$ cat config.mk
export PLATFORM = sky130hd
export DESIGN_NAME = binary_edge_detect_flat
export DESIGN_NICKNAME = d
export VERILOG_FILES = /design/src/hw/rtl/bed_pkg.sv /design/src/hw/rtl/bed_if.sv /design/src/hw/rtl/binary_edge_detect.sv /design/src/flat_wrapper.sv
export SDC_FILE = /design/constraint.sdc
export NUM_CORES = 1
export LEC_CHECK = 0
export ABC_AREA = 1
export BUFFER_PORTS_ARGS = -buffer_cell sky130_fd_sc_hd__buf_2
export CAP_MARGIN = 25
export CELL_PAD_IN_SITES_DETAIL_PLACEMENT = 1
export CELL_PAD_IN_SITES_GLOBAL_PLACEMENT = 1
export CORE_AREA = 2 2 159 317
export CTS_BUF_LIST = sky130_fd_sc_hd__clkbuf_8
export DETAILED_ROUTE_END_ITERATION = 8
export DIE_AREA = 0 0 161 319
export PLACE_DENSITY_LB_ADDON = 0.2
export SYNTH_ARGS = -nofsm -noshare
export SYNTH_HDL_FRONTEND = slang
export SYNTH_SLANG_ARGS = --single-unit
export TNS_END_PERCENT = 100
$ cat constraint.sdc
create_clock -name i_clk -period 8.1 [get_ports i_clk]
set_input_delay 1.62 -clock i_clk [delete_from_list [all_inputs] [get_ports i_clk]]
set_output_delay 1.62 -clock i_clk [all_outputs]
set_load 0.005 [all_outputs]
$ cat src/hw/rtl/bed_pkg.sv
`timescale 1ns / 1ps
// ----------------------------------------------------------------------------
// bed_pkg
// Shared sizes, register defaults and pipeline types of the binary edge
// detector.
// ----------------------------------------------------------------------------
package bed_pkg;

    // frame geometry
    localparam int WIDTH  = 256;
    localparam int HEIGHT = 256;

    // column index, input row index (runs two rows past the frame while
    // the tail is flushed) and output row index
    localparam int COL_W  = $clog2(WIDTH);
    localparam int ROW_W  = $clog2(HEIGHT + 2);
    localparam int OROW_W = $clog2(HEIGHT);

    localparam int SAMPLE_W = 8;
    localparam logic [SAMPLE_W-1:0] THRESH_RESET = 8'd127;

    // result queue
    localparam int FIFO_DEPTH = 4;
    localparam int FIFO_AW    = $clog2(FIFO_DEPTH);
    localparam int CNT_W      = $clog2(FIFO_DEPTH + 3);

    // frame border flags of the pixel being released
    typedef struct packed {
        logic top_ok;
        logic bot_ok;
        logic left_ok;
        logic right_ok;
        logic last;
    } t_border;

    // item in flight between the line store read and the window update
    typedef struct packed {
        logic             emit;
        logic             px_bit;
        logic [COL_W-1:0] col;
        t_border          brd;
    } t_stage;

endpackage

$ cat src/hw/rtl/bed_if.sv
`timescale 1ns / 1ps
// ----------------------------------------------------------------------------
// bed_in_if / bed_out_if
// Valid/ready channels of the binary edge detector: sample requests in,
// result pixels out.
// ----------------------------------------------------------------------------
interface bed_in_if;
    logic                             valid;
    logic                             ready;
    logic [bed_pkg::SAMPLE_W-1:0]     green_sample;
    logic                             drain;

    modport source (output valid, output green_sample, output drain, input ready);
    modport sink   (input valid, input green_sample, input drain, output ready);
endinterface

interface bed_out_if;
    logic valid;
    logic ready;
    logic white;
    logic frame_last;

    modport source (output valid, output white, output frame_last, input ready);
    modport sink   (input valid, input white, input frame_last, output ready);
endinterface

$ cat src/hw/rtl/binary_edge_detect.sv
`timescale 1ns / 1ps
// ----------------------------------------------------------------------------
// binary_edge_detect
// Thresholded 3x3 edge detector over one fixed-size frame in raster order.
// ----------------------------------------------------------------------------
// usage
//  - i_in carries one request per pixel: green_sample and drain. a pixel is
//    binarized (sample > threshold is white) and enters a 2-bit wide line
//    store that holds the two rows above it, plus a 3x3 window register
//  - a black pixel with any white in-frame 8-neighbor comes out as 0 (edge),
//    every other pixel as 1. frame_last marks the final pixel of the frame
//  - pixel (r,c) is released by the request of pixel (r+1,c+1); after the
//    frame WIDTH+1 drain requests flush the rest. drain before the frame is
//    complete is dropped, a pixel after it counts as a drain
//  - throughput: one request per cycle while i_in.ready is high, set by
//    the single read and single write port of the line store (read at
//    accept, written back from the store read stage)
//  - a released result passes the store read and window registers, then waits in a 4-entry queue ahead of o_out
//  - when o_out stalls the queue fills; i_in.ready drops once queue plus
//    results in flight reach its depth, so nothing is lost
//  - reset (i_rst_n low, synchronous) clears counters, window, queue and
//    sets threshold to 127; line store contents need no clearing
//  - i_cfg_wr_en/i_cfg_wr_data write the threshold while the block is idle
// ----------------------------------------------------------------------------
module binary_edge_detect (
    input  logic                          i_clk,
    input  logic                          i_rst_n,
    input  logic                          i_cfg_wr_en,
    input  logic [bed_pkg::SAMPLE_W-1:0]  i_cfg_wr_data,
    bed_in_if.sink                        i_in,
    bed_out_if.source                     o_out
);

    // configuration
    logic [bed_pkg::SAMPLE_W-1:0] r_threshold;

    // raster position of the next request and of the next pixel released
    logic [bed_pkg::COL_W-1:0]  r_in_col,  n_in_col;
    logic [bed_pkg::ROW_W-1:0]  r_in_row,  n_in_row;
    logic [bed_pkg::COL_W-1:0]  r_out_col, n_out_col;
    logic [bed_pkg::OROW_W-1:0] r_out_row, n_out_row;

    // line store: bit 1 = row above, bit 0 = two rows above
    logic [1:0] r_row_store [bed_pkg::WIDTH];
    logic [1:0] r_ram_q;

    // stage 1 (store read pending) and stage 2 (window ready)
    logic                   r_s1_vld;
    bed_pkg::t_stage        r_s1;
    logic                   r_s2_vld;
    bed_pkg::t_border       r_s2_brd;

    // 3x3 window: [8:6] left column, [5:3] center, [2:0] right; top bit high
    logic [8:0] r_win;

    // result queue
    logic                       r_fifo_white [bed_pkg::FIFO_DEPTH];
    logic                       r_fifo_last  [bed_pkg::FIFO_DEPTH];
    logic [bed_pkg::FIFO_AW-1:0] r_wr_ptr, r_rd_ptr;
    logic [bed_pkg::CNT_W-1:0]  r_fifo_cnt;

    logic w_accept, w_done, w_adv, w_emit, w_is_last, w_px_bit;
    logic w_push, w_pop, w_any_white, w_white;
    logic [bed_pkg::CNT_W-1:0] w_pend;
    bed_pkg::t_border w_brd;

    // ---------------------------------------------------------------- accept
    assign w_accept = i_in.valid && i_in.ready;
    // every frame pixel has arrived: requests now only flush
    assign w_done   = r_in_row >= bed_pkg::ROW_W'(bed_pkg::HEIGHT);
    assign w_adv    = w_accept && (!i_in.drain || w_done);
    // request releases a pixel once one row plus one pixel is buffered
    assign w_emit   = w_done || (r_in_row >= bed_pkg::ROW_W'(2)) ||
                      ((r_in_row == bed_pkg::ROW_W'(1)) && (r_in_col != '0));
    assign w_is_last = (r_out_row == bed_pkg::OROW_W'(bed_pkg::HEIGHT - 1)) &&
                       (r_out_col == bed_pkg::COL_W'(bed_pkg::WIDTH - 1));
    assign w_px_bit = !i_in.drain && !w_done && (i_in.green_sample > r_threshold);

    always_comb begin
        w_brd.top_ok   = r_out_row != '0;
        w_brd.bot_ok   = r_out_row != bed_pkg::OROW_W'(bed_pkg::HEIGHT - 1);
        w_brd.left_ok  = r_out_col != '0;
        w_brd.right_ok = r_out_col != bed_pkg::COL_W'(bed_pkg::WIDTH - 1);
        w_brd.last     = w_is_last;
    end

    always_comb begin
        n_in_col  = r_in_col;
        n_in_row  = r_in_row;
        n_out_col = r_out_col;
        n_out_row = r_out_row;
        if (w_adv) begin
            if (w_emit && w_is_last) begin
                // frame wrap
                n_in_col  = '0;
                n_in_row  = '0;
                n_out_col = '0;
                n_out_row = '0;
            end else begin
                if (r_in_col == bed_pkg::COL_W'(bed_pkg::WIDTH - 1)) begin
                    n_in_col = '0;
                    n_in_row = r_in_row + 1'b1;
                end else begin
                    n_in_col = r_in_col + 1'b1;
                end
                if (w_emit) begin
                    if (r_out_col == bed_pkg::COL_W'(bed_pkg::WIDTH - 1)) begin
                        n_out_col = '0;
                        n_out_row = r_out_row + 1'b1;
                    end else begin
                        n_out_col = r_out_col + 1'b1;
                    end
                end
            end
        end
    end

    always_ff @(posedge i_clk) begin
        if (!i_rst_n) begin
            r_threshold <= bed_pkg::THRESH_RESET;
            r_in_col    <= '0;
            r_in_row    <= '0;
            r_out_col   <= '0;
            r_out_row   <= '0;
            r_s1_vld    <= 1'b0;
            r_s2_vld    <= 1'b0;
            r_win       <= '0;
        end else begin
            if (i_cfg_wr_en) begin
                r_threshold <= i_cfg_wr_data;
            end
            r_in_col  <= n_in_col;
            r_in_row  <= n_in_row;
            r_out_col <= n_out_col;
            r_out_row <= n_out_row;
            r_s1_vld  <= w_adv;
            r_s2_vld  <= r_s1_vld && r_s1.emit;
            if (r_s1_vld) begin
                // shift in the column {two above, above, new}
                r_win <= {r_win[5:0], r_ram_q[0], r_ram_q[1], r_s1.px_bit};
            end
        end
    end

    // stage payload, no reset
    always_ff @(posedge i_clk) begin
        if (w_adv) begin
            r_s1.emit   <= w_emit;
            r_s1.px_bit <= w_px_bit;
            r_s1.col    <= r_in_col;
            r_s1.brd    <= w_brd;
        end
        if (r_s1_vld) begin
            r_s2_brd <= r_s1.brd;
        end
    end

    // ------------------------------------------------------------ line store
    // read at accept, write back the shifted column in the next cycle; the
    // same entry comes back only a full row later
    always_ff @(posedge i_clk) begin
        if (w_adv) begin
            r_ram_q <= r_row_store[r_in_col];
        end
        if (r_s1_vld) begin
            r_row_store[r_s1.col] <= {r_s1.px_bit, r_ram_q[1]};
        end
    end

    // ---------------------------------------------------------------- result
    // neighbors outside the frame count as black
    assign w_any_white =
        (r_win[8] && r_s2_brd.top_ok && r_s2_brd.left_ok)  ||
        (r_win[7] && r_s2_brd.left_ok)                     ||
        (r_win[6] && r_s2_brd.bot_ok && r_s2_brd.left_ok)  ||
        (r_win[5] && r_s2_brd.top_ok)                      ||
        (r_win[3] && r_s2_brd.bot_ok)                      ||
        (r_win[2] && r_s2_brd.top_ok && r_s2_brd.right_ok) ||
        (r_win[1] && r_s2_brd.right_ok)                    ||
        (r_win[0] && r_s2_brd.bot_ok && r_s2_brd.right_ok);
    assign w_white = r_win[4] || !w_any_white;

    // ----------------------------------------------------------------- queue
    assign w_push = r_s2_vld;
    assign w_pop  = o_out.valid && o_out.ready;
    // reserve room for every result still in the pipe
    assign w_pend = r_fifo_cnt + bed_pkg::CNT_W'(r_s1_vld && r_s1.emit)
                  + bed_pkg::CNT_W'(r_s2_vld);
    assign i_in.ready = w_pend < bed_pkg::CNT_W'(bed_pkg::FIFO_DEPTH);

    always_ff @(posedge i_clk) begin
        if (!i_rst_n) begin
            r_wr_ptr   <= '0;
            r_rd_ptr   <= '0;
            r_fifo_cnt <= '0;
        end else begin
            if (w_push) begin
                r_wr_ptr <= (r_wr_ptr == bed_pkg::FIFO_AW'(bed_pkg::FIFO_DEPTH - 1)) ?
                            '0 : r_wr_ptr + 1'b1;
            end
            if (w_pop) begin
                r_rd_ptr <= (r_rd_ptr == bed_pkg::FIFO_AW'(bed_pkg::FIFO_DEPTH - 1)) ?
                            '0 : r_rd_ptr + 1'b1;
            end
            if (w_push && !w_pop) begin
                r_fifo_cnt <= r_fifo_cnt + 1'b1;
            end else if (w_pop && !w_push) begin
                r_fifo_cnt <= r_fifo_cnt - 1'b1;
            end
        end
    end

    always_ff @(posedge i_clk) begin
        if (w_push) begin
            r_fifo_white[r_wr_ptr] <= w_white;
            r_fifo_last[r_wr_ptr]  <= r_s2_brd.last;
        end
    end

    assign o_out.valid      = r_fifo_cnt != '0;
    assign o_out.white      = r_fifo_white[r_rd_ptr];
    assign o_out.frame_last = r_fifo_last[r_rd_ptr];

    // ------------------------------------------------------------ assertions
    a_fifo_no_overflow: assert property (@(posedge i_clk) disable iff (!i_rst_n)
        r_fifo_cnt <= bed_pkg::CNT_W'(bed_pkg::FIFO_DEPTH))
        else $error("result queue overflow");

    a_push_has_room: assert property (@(posedge i_clk) disable iff (!i_rst_n)
        w_push |-> (r_fifo_cnt < bed_pkg::CNT_W'(bed_pkg::FIFO_DEPTH)) || w_pop)
        else $error("push into full result queue");

    a_wrap_clears: assert property (@(posedge i_clk) disable iff (!i_rst_n)
        (w_adv && w_emit && w_is_last) |=> (r_in_row == '0) && (r_in_col == '0))
        else $error("counters not cleared after last pixel");

    a_in_row_range: assert property (@(posedge i_clk) disable iff (!i_rst_n)
        r_in_row <= bed_pkg::ROW_W'(bed_pkg::HEIGHT + 1))
        else $error("input row past flush range");

    a_s2_follows_s1: assert property (@(posedge i_clk) disable iff (!i_rst_n)
        r_s2_vld |-> $past(r_s1_vld))
        else $error("window stage without store read");

endmodule
$ cat src/flat_wrapper.sv
// flat-port wrapper written by rule: the top's interface ports become plain ports
module binary_edge_detect_flat 
  (i_clk, i_rst_n, i_cfg_wr_en, i_cfg_wr_data, i_in_valid, i_in_green_sample, i_in_drain, i_in_ready, o_out_valid, o_out_white, o_out_frame_last, o_out_ready);
  bed_in_if i_in_i ();
  bed_out_if o_out_i ();
  input  logic i_clk;
  input  logic i_rst_n;
  input  logic i_cfg_wr_en;
  input  logic [bed_pkg::SAMPLE_W-1:0] i_cfg_wr_data;
  input wire logic [$bits(i_in_i.valid)-1:0] i_in_valid;
  input wire logic [$bits(i_in_i.green_sample)-1:0] i_in_green_sample;
  input wire logic [$bits(i_in_i.drain)-1:0] i_in_drain;
  output wire logic [$bits(i_in_i.ready)-1:0] i_in_ready;
  output wire logic [$bits(o_out_i.valid)-1:0] o_out_valid;
  output wire logic [$bits(o_out_i.white)-1:0] o_out_white;
  output wire logic [$bits(o_out_i.frame_last)-1:0] o_out_frame_last;
  input wire logic [$bits(o_out_i.ready)-1:0] o_out_ready;
  assign i_in_i.valid = i_in_valid;
  assign i_in_i.green_sample = i_in_green_sample;
  assign i_in_i.drain = i_in_drain;
  assign i_in_ready = i_in_i.ready;
  assign o_out_valid = o_out_i.valid;
  assign o_out_white = o_out_i.white;
  assign o_out_frame_last = o_out_i.frame_last;
  assign o_out_i.ready = o_out_ready;
  binary_edge_detect u_core (.i_clk(i_clk), .i_rst_n(i_rst_n), .i_cfg_wr_en(i_cfg_wr_en), .i_cfg_wr_data(i_cfg_wr_data), .i_in(i_in_i), .o_out(o_out_i));
endmodule
==> impl_results.md, run 1 <==
* Hold Buf Count CTS at 0
* Synth area leaders: edfxtp_1, nor2_1, nand2_1
* Worst reg2reg startpoint: u_core.r_in_col[1]
* Ports at 26
* TritonCTS Sinks at 603
* Commonest cells in the netlist: nor2_1, nand2_1, edfxtp_1
* Net Sw Frac at 0.2626
* Adder-cell area share of the yosys netlist at 0.01198
* Post-layout min period at 3.719 ns
* Antenna violations before repair at 1
* Area grow syn2layout at 8.244%
* Cell count after synthesis at 2,716
* R2R Setup Slk at 4.38 ns
* Fmax at 268.9 MHz
* Power density over the cells at 224.9 nW/um2
* Reg clk slew, reported paths at 0.07 ns
* Cell Area, Synth at 26,740 um2
* Top cell type's share of synthesized area at 0.6086
* Post-Route WL at 74,530 um
* Synthesized Nets at 2,763
* WS Path Type: register to register
* Total core area at 48,920 um2
* DIE AREA at 51,360 um2
* Most used DFF post-synth: edfxtp_1
* ANT nets after route at 0
* Non-filler instance count after layout at 3,421
* Endpoints failing setup at 0
* Pint at 4.801 mW
* Worst hold stages at 0
* Post-route DRC at 0
* Fin area at 28,950 um2
* Row count at 115
* Layout Skew at 0.04060 ns
* Post-cts resize count at 0
* Final net count at 2,755
* XOR/XNOR share of the synthesized area at 0.003556
* Synth Area in Compound Gates at 0.05937
* Async SR Flop Fraction at 0
* Post-CTS setup buffer count at 0
* Die H at 319 um
* Yosys warnings at 0
* Initial DRT Pass Iterations at 5
* Post-route setup slack at 4.381 ns
* DP Area at 27,280 um2
* Synth Area per Inst at 9.846 um2
* DP HPWL at 45,800 um
* Mux cell area share after synthesis at 0
* Worst r2r path cells at 16
* Post-Synth Simple-Gate Area at 0.2127
* CTS Buffer Depth at 3
* Slew margin rel. at 0.2478
* Net Switching at 1.709 mW
* CTS tree: yes
* Pins over their slew limit at 0
* Max_cap viols at 0
* Final hold vios at 0
* CP endpoint kind: register
* Required @ worst endpoint at 8.55 ns
* GPL Wtd Cong at 0.8196
* Worst setup SP type: register
* Synth area leader: edfxtp_1
* Inst Count DP at 3,264
* Root buffer cell: clkbuf_8
* First-pass GRT wire length at 115,900 um
* Unrepaired setup endpoints after global routing: no
* Chip width at 161 um
* Gate power share at 0.104
* Hold Crit Start: u_core.r_s1[2]
* Vias at 19,520
* Wire length per cell at 21.79 um
* GR Overflow Total at 0
* Seq/Total Area, Yosys at 0.6543
* DR vias/cell at 5.704
* Share of layout cells above drive strength 1 at 0.07382
* Status: finished clean
* Largest net degree at the start of global routing at 122
* Crit path max fanout at 53
* Number of synthesized register bits at 603
* Setup TNS at 0 ns
* Hold WS at 0.4190 ns
* All-Layer GR Usage at 0.2936
* CTS H-tree depth at 3
* Cts bufs inserted at 84
* Drt initial violations at 1,483
* Initial Util at 0.5466
* Port buffer count at 25
* VDD IR max at 0.0002026 V
* Worst Setup SP: u_core.r_in_col[1]
* Clk Latency, worst-skew pair at 0.69 ns
* Cell with the most instances after synthesis: nor2_1
* Post-synth EDFFs at 542
* Clk network pwr share at 0.359
* Leakage at 10.81 nW
* Main combinational cell family by area after synthesis: simple AND/OR/NAND/NOR gates
* Synth cell types at 50
* Reg2reg end: u_core.r_ram_q[0]
* Pre-CTS setup slack at 4.352 ns
* Number of global-route vias before repair at 20,950
* Slew @ Worst Pin at 1.126 ns
* Worst Hold Path EP: u_core.r_s2_brd[2]
* HP Class: register to register
* CP arrival at 4.17 ns
* Final period util at 0.4591
* Flop pwr share at 0.537
==> registers in the layout (all words and copies together) (netlist names), named ones only <==
name,cells
u_core.r_out_col,8
u_core.r_row_store,512
u_core.r_fifo_white,4
u_core.r_wr_ptr,2
u_core.r_fifo_last,4
u_core.r_out_row,8
u_core.r_ram_q,2
u_core.r_rd_ptr,2
u_core.r_s1_vld,1
u_core.r_s1,15
u_core.r_in_col,8
u_core.r_in_row,9
u_core.r_s2_vld,1
u_core.r_fifo_cnt,3
u_core.r_threshold,8
u_core.r_win,9
u_core.r_s2_brd,5
==> power groups by stage <==
stage / Sequential [mW] / Clock, mW / Combinational, mW
after floorplan: 3.60 / 0 / 0.431
after CTS: 3.50 / 2.37 / 0.676
after global placement: 3.56 / 0 / 0.633
after global routing: 3.50 / 2.48 / 0.751
final: 3.50 / 2.33 / 0.677
after detailed placement: 3.56 / 0 / 0.667
==> logic make-up (layout without fill, tap and decap cells) <==
group                      count (synthesis)  count (layout)
other                                      0               1
and+or+nand+nor                         1403            1403
AOI/OAI and AO/OA                        298             298
xor gates and xnor gates                  10              10
DFF                                      603             603
buffers and inverters                    377             438
adders and majority gates                 25              25
==> cells in the final DEF (no fill, tap or decap), drive strengths merged <==
cell | Yosys | routed
o21a | 2 | 2
ha | 24 | 24
nor2 | 631 | 631
nor3 | 17 | 17
nand2 | 557 | 557
buf | 79 | 51
nand3 | 182 | 182
inv | 229 | 253
a21boi | 3 | 3
clkinvlp | 0 | 4
o211a | 1 | 1
dfxtp | 61 | 61
clkbuf | 66 | 91
diode | 0 | 1
a21o | 1 | 1
a21oi | 53 | 53
nor3b | 2 | 2
xor2 | 9 | 9
o22ai | 6 | 6
clkinv | 3 | 35
edfxtp | 542 | 542
or2 | 2 | 2
nor4 | 4 | 4
and3 | 1 | 1
o21ai | 209 | 209
a221oi | 1 | 1
a22o | 1 | 1
bufinv | 0 | 4
o21bai | 1 | 1
and2 | 1 | 1
o211ai | 18 | 18
a2111oi | 1 | 1
a211oi | 1 | 1
fa | 1 | 1
nand4 | 6 | 6
xnor2 | 1 | 1
==> metal layers <==
metal  up-vias  wire length, um  global-route usage
met1      9809            29250              0.3528
met3       183             3728             0.04058
met5         -                0                   0
li1       8978                -                   -
met2       545            38540              0.5230
met4         0             3015              0.1304
==> stage by stage <==
stage / util / total power, mW
CTS: 0.5911 / 6.542
floorplan: - / 4.026
finish: 0.5917 / 6.510
global placement: 0.5551 / 4.195
global route: 0.5917 / 6.735
detailed placement: 0.5577 / 4.232
==> cell type report <==
class	count	area [um2]
Fill cell	5400	19980
Sequential cell	603	17510
Multi-Input combinational cell	1736	7695
Clock buffer	91	1252
Inverter	232	877.1
Tap cell	643	804.5
Timing Repair Buffer	51	427.9
Clock inverter	64	381.6
Antenna cell	1	2.502
==> critical path, stage by stage, from the launching register on <==
cell and delay (ns):
dfxtp_4 0.70, clkinv_2 0.87, buf_4 0.64, nand3_1 0.19, nand2_1 0.06, nand2_1 0.06
nand2_1 0.12, nand2_1 0.09, nand2_1 0.07, inv_1 0.14, nand2_1 0.08, nand2_1 0.06
nand2_1 0.07, nor2_1 0.12, nand2_1 0.07, nand2_1 0.06, inv_1 0.03
==> worst max path at each step <==
stage          depth (start not counted)                  endpoint  slack (ns)
2_1_floorplan                          0  u_core.r_row_store[0][0]        4.04
3_3_place_gp                          16         u_core.r_ram_q[0]        4.52
3_5_place_dp                          16         u_core.r_ram_q[0]        4.35
4_1_cts                               16         u_core.r_ram_q[0]        4.38
5_1_grt                               16         u_core.r_ram_q[0]        4.12
6_report                              16         u_core.r_ram_q[0]        4.38
No activity file was read; power rests on OpenSTA's default activity.
==> inputs of run 2 (changes only) <==
--- a/config.mk
+++ b/config.mk
@@ -10,10 +10,10 @@
 export CAP_MARGIN = 25
 export CELL_PAD_IN_SITES_DETAIL_PLACEMENT = 1
 export CELL_PAD_IN_SITES_GLOBAL_PLACEMENT = 1
-export CORE_AREA = 2 2 159 317
+export CORE_AREA = 2 2 172 343
 export CTS_BUF_LIST = sky130_fd_sc_hd__clkbuf_8
 export DETAILED_ROUTE_END_ITERATION = 8
-export DIE_AREA = 0 0 161 319
+export DIE_AREA = 0 0 174 345
 export PLACE_DENSITY_LB_ADDON = 0.2
 export SYNTH_ARGS = -nofsm -noshare
 export SYNTH_HDL_FRONTEND = slang
==> constraint.sdc (replaced) <==
create_clock -name i_clk -period 3.3 [get_ports i_clk]
set_input_delay 0.66 -clock i_clk [delete_from_list [all_inputs] [get_ports i_clk]]
set_output_delay 0.66 -clock i_clk [all_outputs]
set_load 0.005 [all_outputs]
==> run 2 against run 1 <==
  * Combinational power grew to 2.5 times the previous value
  * Clock skew down 0.012 ns
  * Highest routed layer unchanged
  * Power increased by 150%
  * Die area increased by 17%
  * Largest cell class unchanged
  * Sequential power increased by 140%
==> impl_results.md, run 2 (synthesized netlist as in run 1, its figures left out) <==
* Power density over the cells at 544.9 nW/um2 (+140%)
* Total power at 15.95 mW (+150%)
* Most frequent cells in the layout: nor2_1, nand2_1, edfxtp_1
* First-pass GRT wire length at 114,400 um (-1.3%)
* Fin area at 29,280 um2 (+1.1%)
* Leakage at 10.91 nW (+0.89%)
* Chip width at 174 um (+8.1%)
* Root buffer cell: clkbuf_8
* WS Path Type: register to output port
* DP Area at 27,650 um2 (+1.3%)
* Post-Route WL at 73,600 um (-1.2%)
* Area grow syn2layout at 9.475%
* Final net count at 2,775 (+0.73%)
* TritonCTS Sinks at 603 (unchanged)
* Post-route setup slack at 0.6648 ns (-3.716 ns)
* Number of global-route vias before repair at 20,150 (-3.8%)
* Antenna violations before repair at 1 (unchanged)
* Row count at 125 (+8.7%)
* Slew @ Worst Pin at 1.077 ns (-0.04879 ns)
* Endpoints failing setup at 0 (unchanged)
* Post-layout min period at 2.635 ns
* Hold Buf Count CTS at 0 (unchanged)
* GR Overflow Total at 0 (unchanged)
* Port buffer count at 25 (unchanged)
* Post-route DRC at 0 (unchanged)
* Non-filler instance count after layout at 3,557 (+4.0%)
* Wire length per cell at 20.69 um (-5.0%)
* Fmax at 379.5 MHz
* Initial Util at 0.4646 (-0.08199)
* GPL Wtd Cong at 0.8275 (+0.96%)
* Slew margin rel. at 0.2804 (+0.03261)
* Most common cell after layout, fill and taps aside: nor2_1
* CP arrival at 1.98 ns (-2.19 ns)
* Vias at 19,070 (-2.3%)
* CTS tree: yes
* CP endpoint kind: output port
* All-Layer GR Usage at 0.2469 (-0.04674)
* Post-cts resize count at 0 (unchanged)
* Unrepaired setup endpoints after global routing: no
* Reg clk slew, reported paths at 0.07 ns (about the same)
* Required @ worst endpoint at 2.64 ns (-5.91 ns)
* ANT nets after route at 0 (unchanged)
* Max_cap viols at 0 (unchanged)
* DIE AREA at 60,030 um2 (+17%)
* HP Class: primary input to register
* DR vias/cell at 5.360 (-6.0%)
* Most flop-heavy register: u_core.r_row_store
* CTS Buffer Depth at 3 (unchanged)
* Pre-CTS setup slack at 0.7587 ns (-3.594 ns)
* Multi-input logic area at 7695 um2 (unchanged)
* Final hold vios at 0 (unchanged)
* Pins over their slew limit at 0 (unchanged)
* Biggest regs: u_core.r_row_store x512, u_core.r_s1 x15
* Share of layout cells above drive strength 1 at 0.07910 (+0.005277)
* Max reg flops at 512 (unchanged)
* Cts bufs inserted at 87 (+3.6%)
* Layout Skew at 0.02814 ns (-0.01246 ns)
* Ports at 26 (unchanged)
* Clk Latency, worst-skew pair at 0.68 ns (about the same)
* Worst setup SP type: register
* VDD IR max at 0.0004737 V (+130%)
* Drt initial violations at 1,335 (-10%)
* Die H at 345 um (+8.2%)
* Status: finished clean
* Initial DRT Pass Iterations at 6 (+1)
* Largest net degree at the start of global routing at 169 (+39%)
* Final Util at 0.5087 (-0.08304)
* Post-CTS setup buffer count at 0 (unchanged)
* CTS H-tree depth at 3 (unchanged)
* Reg area at 17,510 um2 (unchanged)
* Final period util at 0.7986
* Fill count at 6,578 (+22%)
* Total core area at 57,560 um2 (+18%)
* DP HPWL at 45,390 um (-0.89%)
* Inst Count DP at 3,400 (+4.2%)
* Crit path max fanout at 7 (-87%)
==> run 2: cell count changes in the layout (fill, tap and decap cells not counted), moves of 3 or more <==
cell	delta
buf_16	-3
clkinvlp_4	-3
buf_4	+9
buf_12	+10
==> run 2: final timing paths <==
path,from,end,slack (ns),depth (start not counted)
setup / recovery,u_core.r_s2_vld,i_in_ready,0.66,5
hold / removal,i_cfg_wr_data[5],u_core.r_threshold[5],0.21,3
hold reg to reg,u_core.r_s1[2],u_core.r_s2_brd[2],0.42,0
setup reg to reg,u_core.r_in_col[0],u_core.r_ram_q[0],0.74,15
==> run 2: power by group <==
group | internal [mW] | switching (mW) | total, mW | leakage, nW
registers | 8.49 | 0.0609 | 8.56 | 5.37
logic | 0.457 | 1.26 | 1.72 | 4.61
clock network | 2.82 | 2.86 | 5.68 | 0.925
total | 11.8 | 4.18 | 16.0 | 10.9
==> run 2: layout make-up <==
cell class	count	area share
inverter	232	0.03000
antenna	1	0.00008548
clock inverter	63	0.01184
multi-input combinational	1736	0.2628
sequential	603	0.5980
clock buffer	92	0.04325
timing repair buffer	68	0.02145
tap	762	0.03257
==> run 2: per-layer routing <==
layer | GRT usage | routed length, um | vias to the layer above
met2 | 0.4381 | 38040 | 393
li1 | - | - | 9017
met4 | 0.09278 | 2387 | 0
met5 | 0 | 0 | -
met1 | 0.3029 | 30070 | 9517
met3 | 0.03655 | 3100 | 139
==> run 2: metrics by stage <==
step	hold WS, ns	TNS, ns
final	0.2103	0
after global routing	0.2074	0
after CTS	0.1597	0
after detailed placement	0.4075	0
after global placement	0.4018	0
after floorplan	0.4003	-391.68
==> run 2: worst max-delay path: stages (launching register included) <==
cell     delay (ns)
dfxtp_1        0.37
ha_1           0.30
nand3_1        0.09
a21oi_2        0.18
xor2_2         0.22
buf_2          0.16
